`src/design/slt_pkg.sv`:
```
// Shared types and codes for the sorted list table.
// Depends on nothing; slt_cell and sorted_list_table import it.
`timescale 1ns / 1ps

package slt_pkg;

  localparam int VALUE_W = 32;

  typedef enum logic [2:0] {
    ACT_INSERT = 3'd0,
    ACT_FIRST  = 3'd1,
    ACT_LAST   = 3'd2,
    ACT_NEXT   = 3'd3,
    ACT_PREV   = 3'd4,
    ACT_EMPTY  = 3'd5,
    ACT_CLEAR  = 3'd6
  } action_t;

  typedef enum logic [2:0] {
    ST_OK          = 3'd0,
    ST_NOT_FOUND   = 3'd1,
    ST_EMPTY       = 3'd2,
    ST_NO_NEIGHBOR = 3'd3,
    ST_FULL        = 3'd4
  } status_t;

  // What a cell shows to its neighbors.
  typedef struct packed {
    logic signed [VALUE_W-1:0] entry;
    logic                      keep;
    logic                      match;
    logic                      first_hit;
    logic                      valid;
  } link_t;

  // What a cell reports to the result logic.
  typedef struct packed {
    logic pick;
    logic hit;
    logic no_nbr;
  } flag_t;

endpackage

```
`src/design/slt_cmd_if.sv`:
```
// Command channel of the sorted list table: valid/ready plus the command fields.
// Depends on nothing.
`timescale 1ns / 1ps

interface slt_cmd_if;
  logic               valid;
  logic               ready;
  logic [2:0]         action;
  logic signed [31:0] value;

  modport source (output valid, output action, output value, input ready);
  modport sink (input valid, input action, input value, output ready);
endinterface

```
`src/design/slt_rsp_if.sv`:
```
// Response channel of the sorted list table: valid/ready plus the result fields.
// Depends on nothing.
`timescale 1ns / 1ps

interface slt_rsp_if;
  logic               valid;
  logic               ready;
  logic signed [31:0] result_value;
  logic [2:0]         status;
  logic               is_empty;

  modport source (output valid, output result_value, output status, output is_empty,
                  input ready);
  modport sink (input valid, input result_value, input status, input is_empty,
                output ready);
endinterface

```
`src/design/slt_cell.sv`:
```
// One slot of the sorted list table: holds an entry, compares it with the
// command value and shifts toward higher slots on insert. Depends on slt_pkg.
`timescale 1ns / 1ps

module slt_cell (
  input  logic                             clk,
  input  logic                             is_head,
  input  logic                             valid,
  input  slt_pkg::action_t                 action,
  input  logic signed [slt_pkg::VALUE_W-1:0] value,
  input  logic                             shift_en,
  input  slt_pkg::link_t                   left,
  input  slt_pkg::link_t                   right,
  output slt_pkg::link_t                   link,
  output slt_pkg::flag_t                   flags
);
  import slt_pkg::*;

  logic signed [VALUE_W-1:0] entry;
  logic signed [VALUE_W-1:0] entry_next;
  logic                      keep;
  logic                      match;
  logic                      first_hit;

  always_comb begin
    keep      = valid && (entry < value);
    match     = valid && (entry == value);
    // The list is sorted, so equal copies are adjacent and the first copy
    // is the one whose left neighbor does not match.
    first_hit = match && !left.match;

    if (keep) begin
      entry_next = entry;
    end else if (is_head || left.keep) begin
      entry_next = value;
    end else begin
      entry_next = left.entry;
    end

    link = '{entry: entry, keep: keep, match: match, first_hit: first_hit, valid: valid};

    flags.hit    = first_hit;
    flags.pick   = 1'b0;
    flags.no_nbr = 1'b0;
    case (action)
      ACT_FIRST: flags.pick = is_head && valid;
      ACT_LAST:  flags.pick = valid && !right.valid;
      ACT_NEXT: begin
        flags.pick   = valid && left.first_hit;
        flags.no_nbr = first_hit && !right.valid;
      end
      ACT_PREV: begin
        flags.pick   = right.first_hit;
        flags.no_nbr = first_hit && is_head;
      end
      default: ;
    endcase
  end

  always_ff @(posedge clk) begin
    if (shift_en) begin
      entry <= entry_next;
    end
  end

endmodule

```
`src/design/sorted_list_table.sv`:
```
// Sorted list table: keeps up to TABLE_DEPTH signed 32-bit values in ascending order in a
// row of cells, one value per cell; every cell compares its value with the command value in
// the same cycle and shifts one slot right on insert. Each command beat yields exactly one
// response beat, registered in the cycle after acceptance. A new command is taken in every
// cycle in which the response register is empty or being drained, so the table sustains one
// command per cycle; the cell row's compare and shift decide the whole command in that cycle.
// Depends on slt_pkg, slt_cmd_if, slt_rsp_if and slt_cell.
`timescale 1ns / 1ps

module sorted_list_table #(
  parameter int TABLE_DEPTH = 16
) (
  input logic      clk,
  input logic      rst,
  slt_cmd_if.sink   cmd,
  slt_rsp_if.source rsp
);
  import slt_pkg::*;

  localparam int CNT_W = $clog2(TABLE_DEPTH + 1);

  logic [CNT_W-1:0]          count;
  logic [CNT_W-1:0]          count_next;
  logic                      accept;
  logic                      full;
  logic                      shift_en;
  action_t                   action;
  link_t                     lnk   [TABLE_DEPTH];
  flag_t                     flg   [TABLE_DEPTH];
  logic signed [VALUE_W-1:0] picked;
  logic                      found;
  logic                      no_nbr;
  status_t                   status_next;
  logic signed [VALUE_W-1:0] result_next;

  logic                      rsp_valid;
  logic signed [VALUE_W-1:0] rsp_value;
  status_t                   rsp_status;
  logic                      rsp_empty;

  assign action    = action_t'(cmd.action);
  assign cmd.ready = !rsp_valid || rsp.ready;
  assign accept    = cmd.valid && cmd.ready;
  assign full      = (count == CNT_W'(TABLE_DEPTH));
  assign shift_en  = accept && (action == ACT_INSERT) && !full;

  for (genvar i = 0; i < TABLE_DEPTH; i++) begin : g_cell
    link_t left_l;
    link_t right_l;
    if (i == 0) begin : g_head
      assign left_l = '0;
    end else begin : g_mid
      assign left_l = lnk[i-1];
    end
    if (i == TABLE_DEPTH - 1) begin : g_tail
      assign right_l = '0;
    end else begin : g_body
      assign right_l = lnk[i+1];
    end

    slt_cell u_cell (
      .clk      (clk),
      .is_head  (i == 0),
      .valid    (CNT_W'(i) < count),
      .action   (action),
      .value    (cmd.value),
      .shift_en (shift_en),
      .left     (left_l),
      .right    (right_l),
      .link     (lnk[i]),
      .flags    (flg[i])
    );
  end

  always_comb begin
    picked = '0;
    found  = 1'b0;
    no_nbr = 1'b0;
    for (int i = 0; i < TABLE_DEPTH; i++) begin
      picked = picked | (flg[i].pick ? lnk[i].entry : '0);
      found  = found | flg[i].hit;
      no_nbr = no_nbr | flg[i].no_nbr;
    end
  end

  always_comb begin
    count_next  = count;
    status_next = ST_OK;
    case (action)
      ACT_INSERT: begin
        if (full) begin
          status_next = ST_FULL;
        end else begin
          count_next = count + CNT_W'(1);
        end
      end
      ACT_FIRST, ACT_LAST: begin
        if (count == '0) begin
          status_next = ST_EMPTY;
        end
      end
      ACT_NEXT, ACT_PREV: begin
        if (!found) begin
          status_next = ST_NOT_FOUND;
        end else if (no_nbr) begin
          status_next = ST_NO_NEIGHBOR;
        end
      end
      ACT_CLEAR: count_next = '0;
      default: ;
    endcase
    result_next = (status_next == ST_OK) ? picked : '0;
  end

  always_ff @(posedge clk) begin
    if (rst) begin
      count     <= '0;
      rsp_valid <= 1'b0;
    end else begin
      if (accept) begin
        count     <= count_next;
        rsp_valid <= 1'b1;
      end else if (rsp.ready) begin
        rsp_valid <= 1'b0;
      end
    end
  end

  always_ff @(posedge clk) begin
    if (accept) begin
      rsp_value  <= result_next;
      rsp_status <= status_next;
      rsp_empty  <= (count_next == '0);
    end
  end

  assign rsp.valid        = rsp_valid;
  assign rsp.result_value = rsp_value;
  assign rsp.status       = rsp_status;
  assign rsp.is_empty     = rsp_empty;

`ifndef ASSERT_OFF
  a_count_bound: assert property (@(posedge clk) disable iff (rst)
    count <= CNT_W'(TABLE_DEPTH))
    else $error("entry count exceeds table depth");

  a_insert_grows: assert property (@(posedge clk) disable iff (rst)
    shift_en |=> count == $past(count) + CNT_W'(1))
    else $error("insert did not grow the table by one");

  a_empty_flag: assert property (@(posedge clk) disable iff (rst)
    rsp_valid |-> (rsp_empty == (count == '0)))
    else $error("empty flag disagrees with entry count");

  a_zero_on_error: assert property (@(posedge clk) disable iff (rst)
    (rsp_valid && rsp_status != ST_OK) |-> rsp_value == '0)
    else $error("nonzero result value with error status");
`endif

endmodule

```
`src/flat_wrapper.sv`:
```
// flat-port wrapper written by rule: the top's interface ports become plain ports
module sorted_list_table_flat import slt_pkg::*;
#(
  parameter int TABLE_DEPTH = 16
)
  (clk, rst, cmd_valid, cmd_action, cmd_value, cmd_ready, rsp_valid, rsp_result_value, rsp_status, rsp_is_empty, rsp_ready);
  slt_cmd_if cmd_i ();
  slt_rsp_if rsp_i ();
  input logic clk;
  input logic rst;
  input wire logic [$bits(cmd_i.valid)-1:0] cmd_valid;
  input wire logic [$bits(cmd_i.action)-1:0] cmd_action;
  input wire logic [$bits(cmd_i.value)-1:0] cmd_value;
  output wire logic [$bits(cmd_i.ready)-1:0] cmd_ready;
  output wire logic [$bits(rsp_i.valid)-1:0] rsp_valid;
  output wire logic [$bits(rsp_i.result_value)-1:0] rsp_result_value;
  output wire logic [$bits(rsp_i.status)-1:0] rsp_status;
  output wire logic [$bits(rsp_i.is_empty)-1:0] rsp_is_empty;
  input wire logic [$bits(rsp_i.ready)-1:0] rsp_ready;
  assign cmd_i.valid = cmd_valid;
  assign cmd_i.action = cmd_action;
  assign cmd_i.value = cmd_value;
  assign cmd_ready = cmd_i.ready;
  assign rsp_valid = rsp_i.valid;
  assign rsp_result_value = rsp_i.result_value;
  assign rsp_status = rsp_i.status;
  assign rsp_is_empty = rsp_i.is_empty;
  assign rsp_i.ready = rsp_ready;
  sorted_list_table #(.TABLE_DEPTH(TABLE_DEPTH)) u_core (.clk(clk), .rst(rst), .cmd(cmd_i), .rsp(rsp_i));
endmodule
```
`config.mk`:
```
export PLATFORM = sky130hd
export DESIGN_NAME = sorted_list_table_flat
export DESIGN_NICKNAME = d
export VERILOG_FILES = /design/src/design/slt_pkg.sv /design/src/design/slt_cmd_if.sv /design/src/design/slt_rsp_if.sv /design/src/design/slt_cell.sv /design/src/design/sorted_list_table.sv /design/src/flat_wrapper.sv
export SDC_FILE = /design/constraint.sdc
export NUM_CORES = 2
export LEC_CHECK = 0
export ABC_AREA = 1
export BUFFER_PORTS_ARGS = -buffer_cell sky130_fd_sc_hd__buf_2
export CORE_UTILIZATION = 45
export CTS_BUF_LIST = sky130_fd_sc_hd__clkbuf_8
export CTS_CLUSTER_DIAMETER = 100
export CTS_CLUSTER_SIZE = 28
export DETAILED_ROUTE_END_ITERATION = 10
export GPL_ROUTABILITY_DRIVEN = 1
export MAX_ROUTING_LAYER = met4
export PLACE_DENSITY_LB_ADDON = 0.25
export SETUP_SLACK_MARGIN = 0.5
export SLEW_MARGIN = 10
export SYNTH_ARGS = -nofsm -noshare
export SYNTH_HDL_FRONTEND = slang
export SYNTH_SLANG_ARGS = --single-unit
```
`constraint.sdc`:
```
create_clock -name clk -period 7.02 [get_ports clk]
set_input_delay 1.053 -clock clk [delete_from_list [all_inputs] [get_ports clk]]
set_output_delay 1.053 -clock clk [all_outputs]
set_load 0.01 [all_outputs]
```
==> metrics.md <==
| Metric | Value |
|---|---|
| Port bufs | `between 70 and 80` |
| H-tree Lvls | `1` |
| Initial drt markers | `4390` |
| Hold_sp | `u_core.rsp.valid` |
| Worst setup startpoint | `cmd_value[3]` |
| Share of post-route cells with drive strength above 1 | `6.70%` |
| Post-Synthesis Cell Area | `approximately 40000 um^2` |
| CP required | `7.43 ns` |
| Sequential share of the synthesized area | `42.1%` |
| Die Ht | `298 um` |
| Post-DP HPWL | `about 110 mm` |
| Root buf cell | `clkbuf_8` |
| Worst r2r dst | `u_core.g_cell[6].u_cell.entry[11]` |
| Routed vias/inst | `5.92` |
| Xor/xnor share of the synthesized area | `0.0445%` |
| Power Density | `171 nW/um^2` |
| Clock Pin Slew Worst Setup and Hold Paths | `around 0.15 ns` |
| Simple-Gate Fraction of Synth Area | `25.8%` |
| Status | `complete, no violations` |
| Core Rows | `~110` |
| Worst Path Arrival | `5.03 ns` |
| Synth Net Count | `~5400` |
| Headroom to the max-slew limit | `16.3%` |
| Crit path buffers/inverters | `6` |
| CP max-delay cell | `inv_1` |
| Vias in the first global route | `roughly 32000` |
| Syn avg cell area | `roughly 8.2 um^2` |
| Sw Share | `34.0%` |
| Unrepaired setup endpoints after global routing | `no` |
| Post-synth EDFFs | `548` |
| Hold path cells | `2` |
| Vias | `between 30000 and 40000` |
| Synth Area in Adders | `16.3%` |
| Hold endpoint | `u_core.rsp.valid` |
| P_sw | `0.00245 W` |
| GRT overflow | `0` |
| Post-CTS Resized | `0` |
| Total track usage | `31.8%` |
| Commonest non-fill, non-tap cell in the layout | `nand2_1` |
| Initial Util | `45.4%` |
| Comb pwr share | `20.9%` |
| Reg power frac | `between 50% and 60%` |
| Routed len/inst | `23.4 um` |
| Num CTS Buffers | `31` |
| Hold Crit Class | `flop to flop` |
| Leak | `18.5 nW` |
| I/O pin count | `between 70 and 80` |
| Max-cap violations | `0` |
| Nets | `5380` |
| Endpoints failing hold | `0` |
| CTS Hold Buffers Added | `0` |
| DIE AREA | `88700 um^2` |
| Top FF cell, synth | `edfxtp_1` |
| WHS | `0.570 ns` |
| First-pass DRT Iterations | `6` |
| Crit path cell chain | `buf_2 > inv_1 > buf_4 > ha_1 > a21oi_1 > o21ai_0 > nand2_1 > a21oi_1 > o21ai_0 > nand2_1 > or2_1 > nand3_2 > buf_4 > nand2_1 > inv_1 > buf_4` |
| Global-route wire length before repair | `just over 200 mm` |
| Netlist cell types | `53` |
| P_int | `0.00475 W` |
| Die width | `approximately 300 um` |
| Fill cells | `8479` |
| FFs w/ async S/R, synth | `0%` |
| TNS Setup | `0 ns` |
| Initial antenna violation count | `2` |
| Clk pwr share | `25.4%` |
| Largest family of logic cells by synthesized area | `simple AND/OR/NAND/NOR gates` |
| Number of post-CTS setup repair buffers | `0` |
| Worst-path fanout max | `65` |
| Yosys Warn Count | `0` |
| R2R Setup Slk | `2.58 ns` |
| Number of routed nets with antenna violations | `0` |
| Multiplexer share of the synthesized area | `0%` |
| GP Congestion | `1.03` |
| Clock buffer depth | `3` |
| Worst R2R Start | `u_core.count[0]` |
| R2R cell count | `11` |
| Core area | `about 87000 um^2` |
| Least-Margin Pin Slew | `~1.3 ns` |
| Final setup violating endpoints | `0` |
| Clock Sink Count | `554` |
| CP Class | `input pin to flop` |
| # DRC | `0` |
| Worst Skew | `0.0335 ns` |
| FF+latch count, synth | `between 500 and 600` |
| Synth Instances | `4823` |
| CTS tree | `built` |
| CP Launch Type | `input pin` |
| Period utilization | `65.7%` |
| Synth Area in Compound Gates | `11.7%` |
| Crit end category | `flop` |
| Critical Path Max Stage Delay | `0.82 ns` |
| Most frequent cells in the layout | `nand2_1 (1775), edfxtp_1 (548), ha_1 (514), o21ai_0 (473), nor2_1 (375)` |
| Cell family with most CP delay | `buffers and inverters` |
| Tmin final | `4.62 ns` |
| Largest net degree at the start of global routing | `66` |
| P&R area growth vs syn | `6.89%` |
| Worst skew pair latency | `0.78 ns` |
| Total Wirelength | `140 mm` |
| Final Max Tran Viols | `0` |
| Fmax | `217 MHz` |
| Worst IR Drop VDD | `0.000181 V` |
==> metrics by stage <==
step | std cells | utilization (%) | setup WS, ns | total power (W) | cell area, um^2
finish | 6007 | 48.5 | 2.40 | 0.00720 | 42100
global route | 6006 | 48.5 | 2.25 | 0.00746 | 42100
CTS | 6005 | 48.5 | 2.58 | 0.00717 | 42100
detailed placement | 5949 | 47.7 | 1.80 | 0.00541 | 41300
global placement | 5949 | 47.7 | 1.83 | 0.00538 | 41300
floorplan | 4823 | - | 1.49 | 0.00488 | 39400
==> worst reg2reg max path: cells and delay by family, from the launching register on <==
kind	cells	cell delay [ns]
buffers and inverters	6	1.34
and+or+nand+nor	3	1.18
AOI/OAI and AO/OA	1	0.78
DFF	1	0.64
adders and majority gates	1	0.23
==> power groups by stage <==
stage | sequential (W) | clock (W) | combinational (W)
global placement | 0.00394 | 0 | 0.00144
global route | 0.00388 | 0.00191 | 0.00167
floorplan | 0.00392 | 0 | 0.000960
detailed placement | 0.00394 | 0 | 0.00147
finish | 0.00387 | 0.00183 | 0.00150
CTS | 0.00387 | 0.00183 | 0.00148
==> sequential cells by signal (all words and copies together) (netlist names) <==
name / cells
u_core.g_cell.u_cell.entry: 512
u_core.rsp.result_value: 32
u_core.count: 5
u_core.rsp.status: 3
u_core.rsp.is_empty: 1
u_core.rsp.valid: 1
==> Yosys cell counts (6+ instances only) <==
cell / n / area share [%]
nand2_2: 9 / 0.14
inv_1: 155 / 1.5
o211ai_1: 17 / 0.32
inv_2: 6 / 0.057
a211oi_1: 13 / 0.25
buf_4: 8 / 0.15
nand4_1: 147 / 2.3
o21a_1: 8 / 0.15
nor2_1: 376 / 3.6
dfxtp_1: 6 / 0.31
o21ai_0: 475 / 6.0
nand2_1: 1775 / 17
edfxtp_1: 548 / 42
nor2_4: 6 / 0.17
o21ai_2: 6 / 0.13
nor2_2: 6 / 0.095
a21oi_1: 323 / 4.1
buf_2: 59 / 0.75
or2_2: 7 / 0.11
ha_1: 514 / 16
nand3b_1: 7 / 0.13
nand3_1: 139 / 1.8
a31oi_1: 14 / 0.22
nor3_1: 6 / 0.076
clkbuf_1: 142 / 1.4
==> per-layer routing <==
| metal | share of wire, % | wire, um | vias up | track usage, % |
|---|---|---|---|---|
| met3 | 12 | 17100 | 142 | 6.69 |
| met4 | 2.2 | 3060 | 0 | 6.19 |
| met1 | 44 | 61200 | 16911 | 46.1 |
| met2 | 42 | 59000 | 1801 | 45.8 |
| li1 | - | - | 16694 | - |
| met5 | 0 | 0 | - | - |
==> layout make-up <==
type	count	area [um^2]	area share (%)
Clock inverter	25	319	0.758
Antenna cell	2	5.00	0.0119
Tap cell	1155	1450	3.43
Timing Repair Buffer	188	1230	2.93
Multi-Input combinational cell	3889	21500	51.0
Inverter	163	617	1.47
Clock buffer	31	427	1.01
Sequential cell	554	16600	39.4
==> how the worst max path moves through the flow <==
stage          slack, ns  depth (start not counted)                            endpoint
2_1_floorplan       1.49                          9    u_core.g_cell[0].u_cell.entry[0]
3_3_place_gp        1.83                         18          u_core.rsp.result_value[0]
3_5_place_dp        1.80                         16  u_core.g_cell[14].u_cell.entry[28]
4_1_cts             2.58                         16  u_core.g_cell[14].u_cell.entry[11]
5_1_grt             2.25                         16  u_core.g_cell[14].u_cell.entry[14]
6_report            2.40                         16  u_core.g_cell[14].u_cell.entry[29]
==> cell families (layout without fill, tap and decap cells) <==
logic type | count (synthesis) | count (layout)
fa+ha+maj | 514 | 514
buf+inv | 380 | 407
flops | 554 | 554
simple gates | 2496 | 2496
other cells | 0 | 2
compound gates | 877 | 877
xor+xnor | 2 | 2
Power figures use the tool's default switching activity.
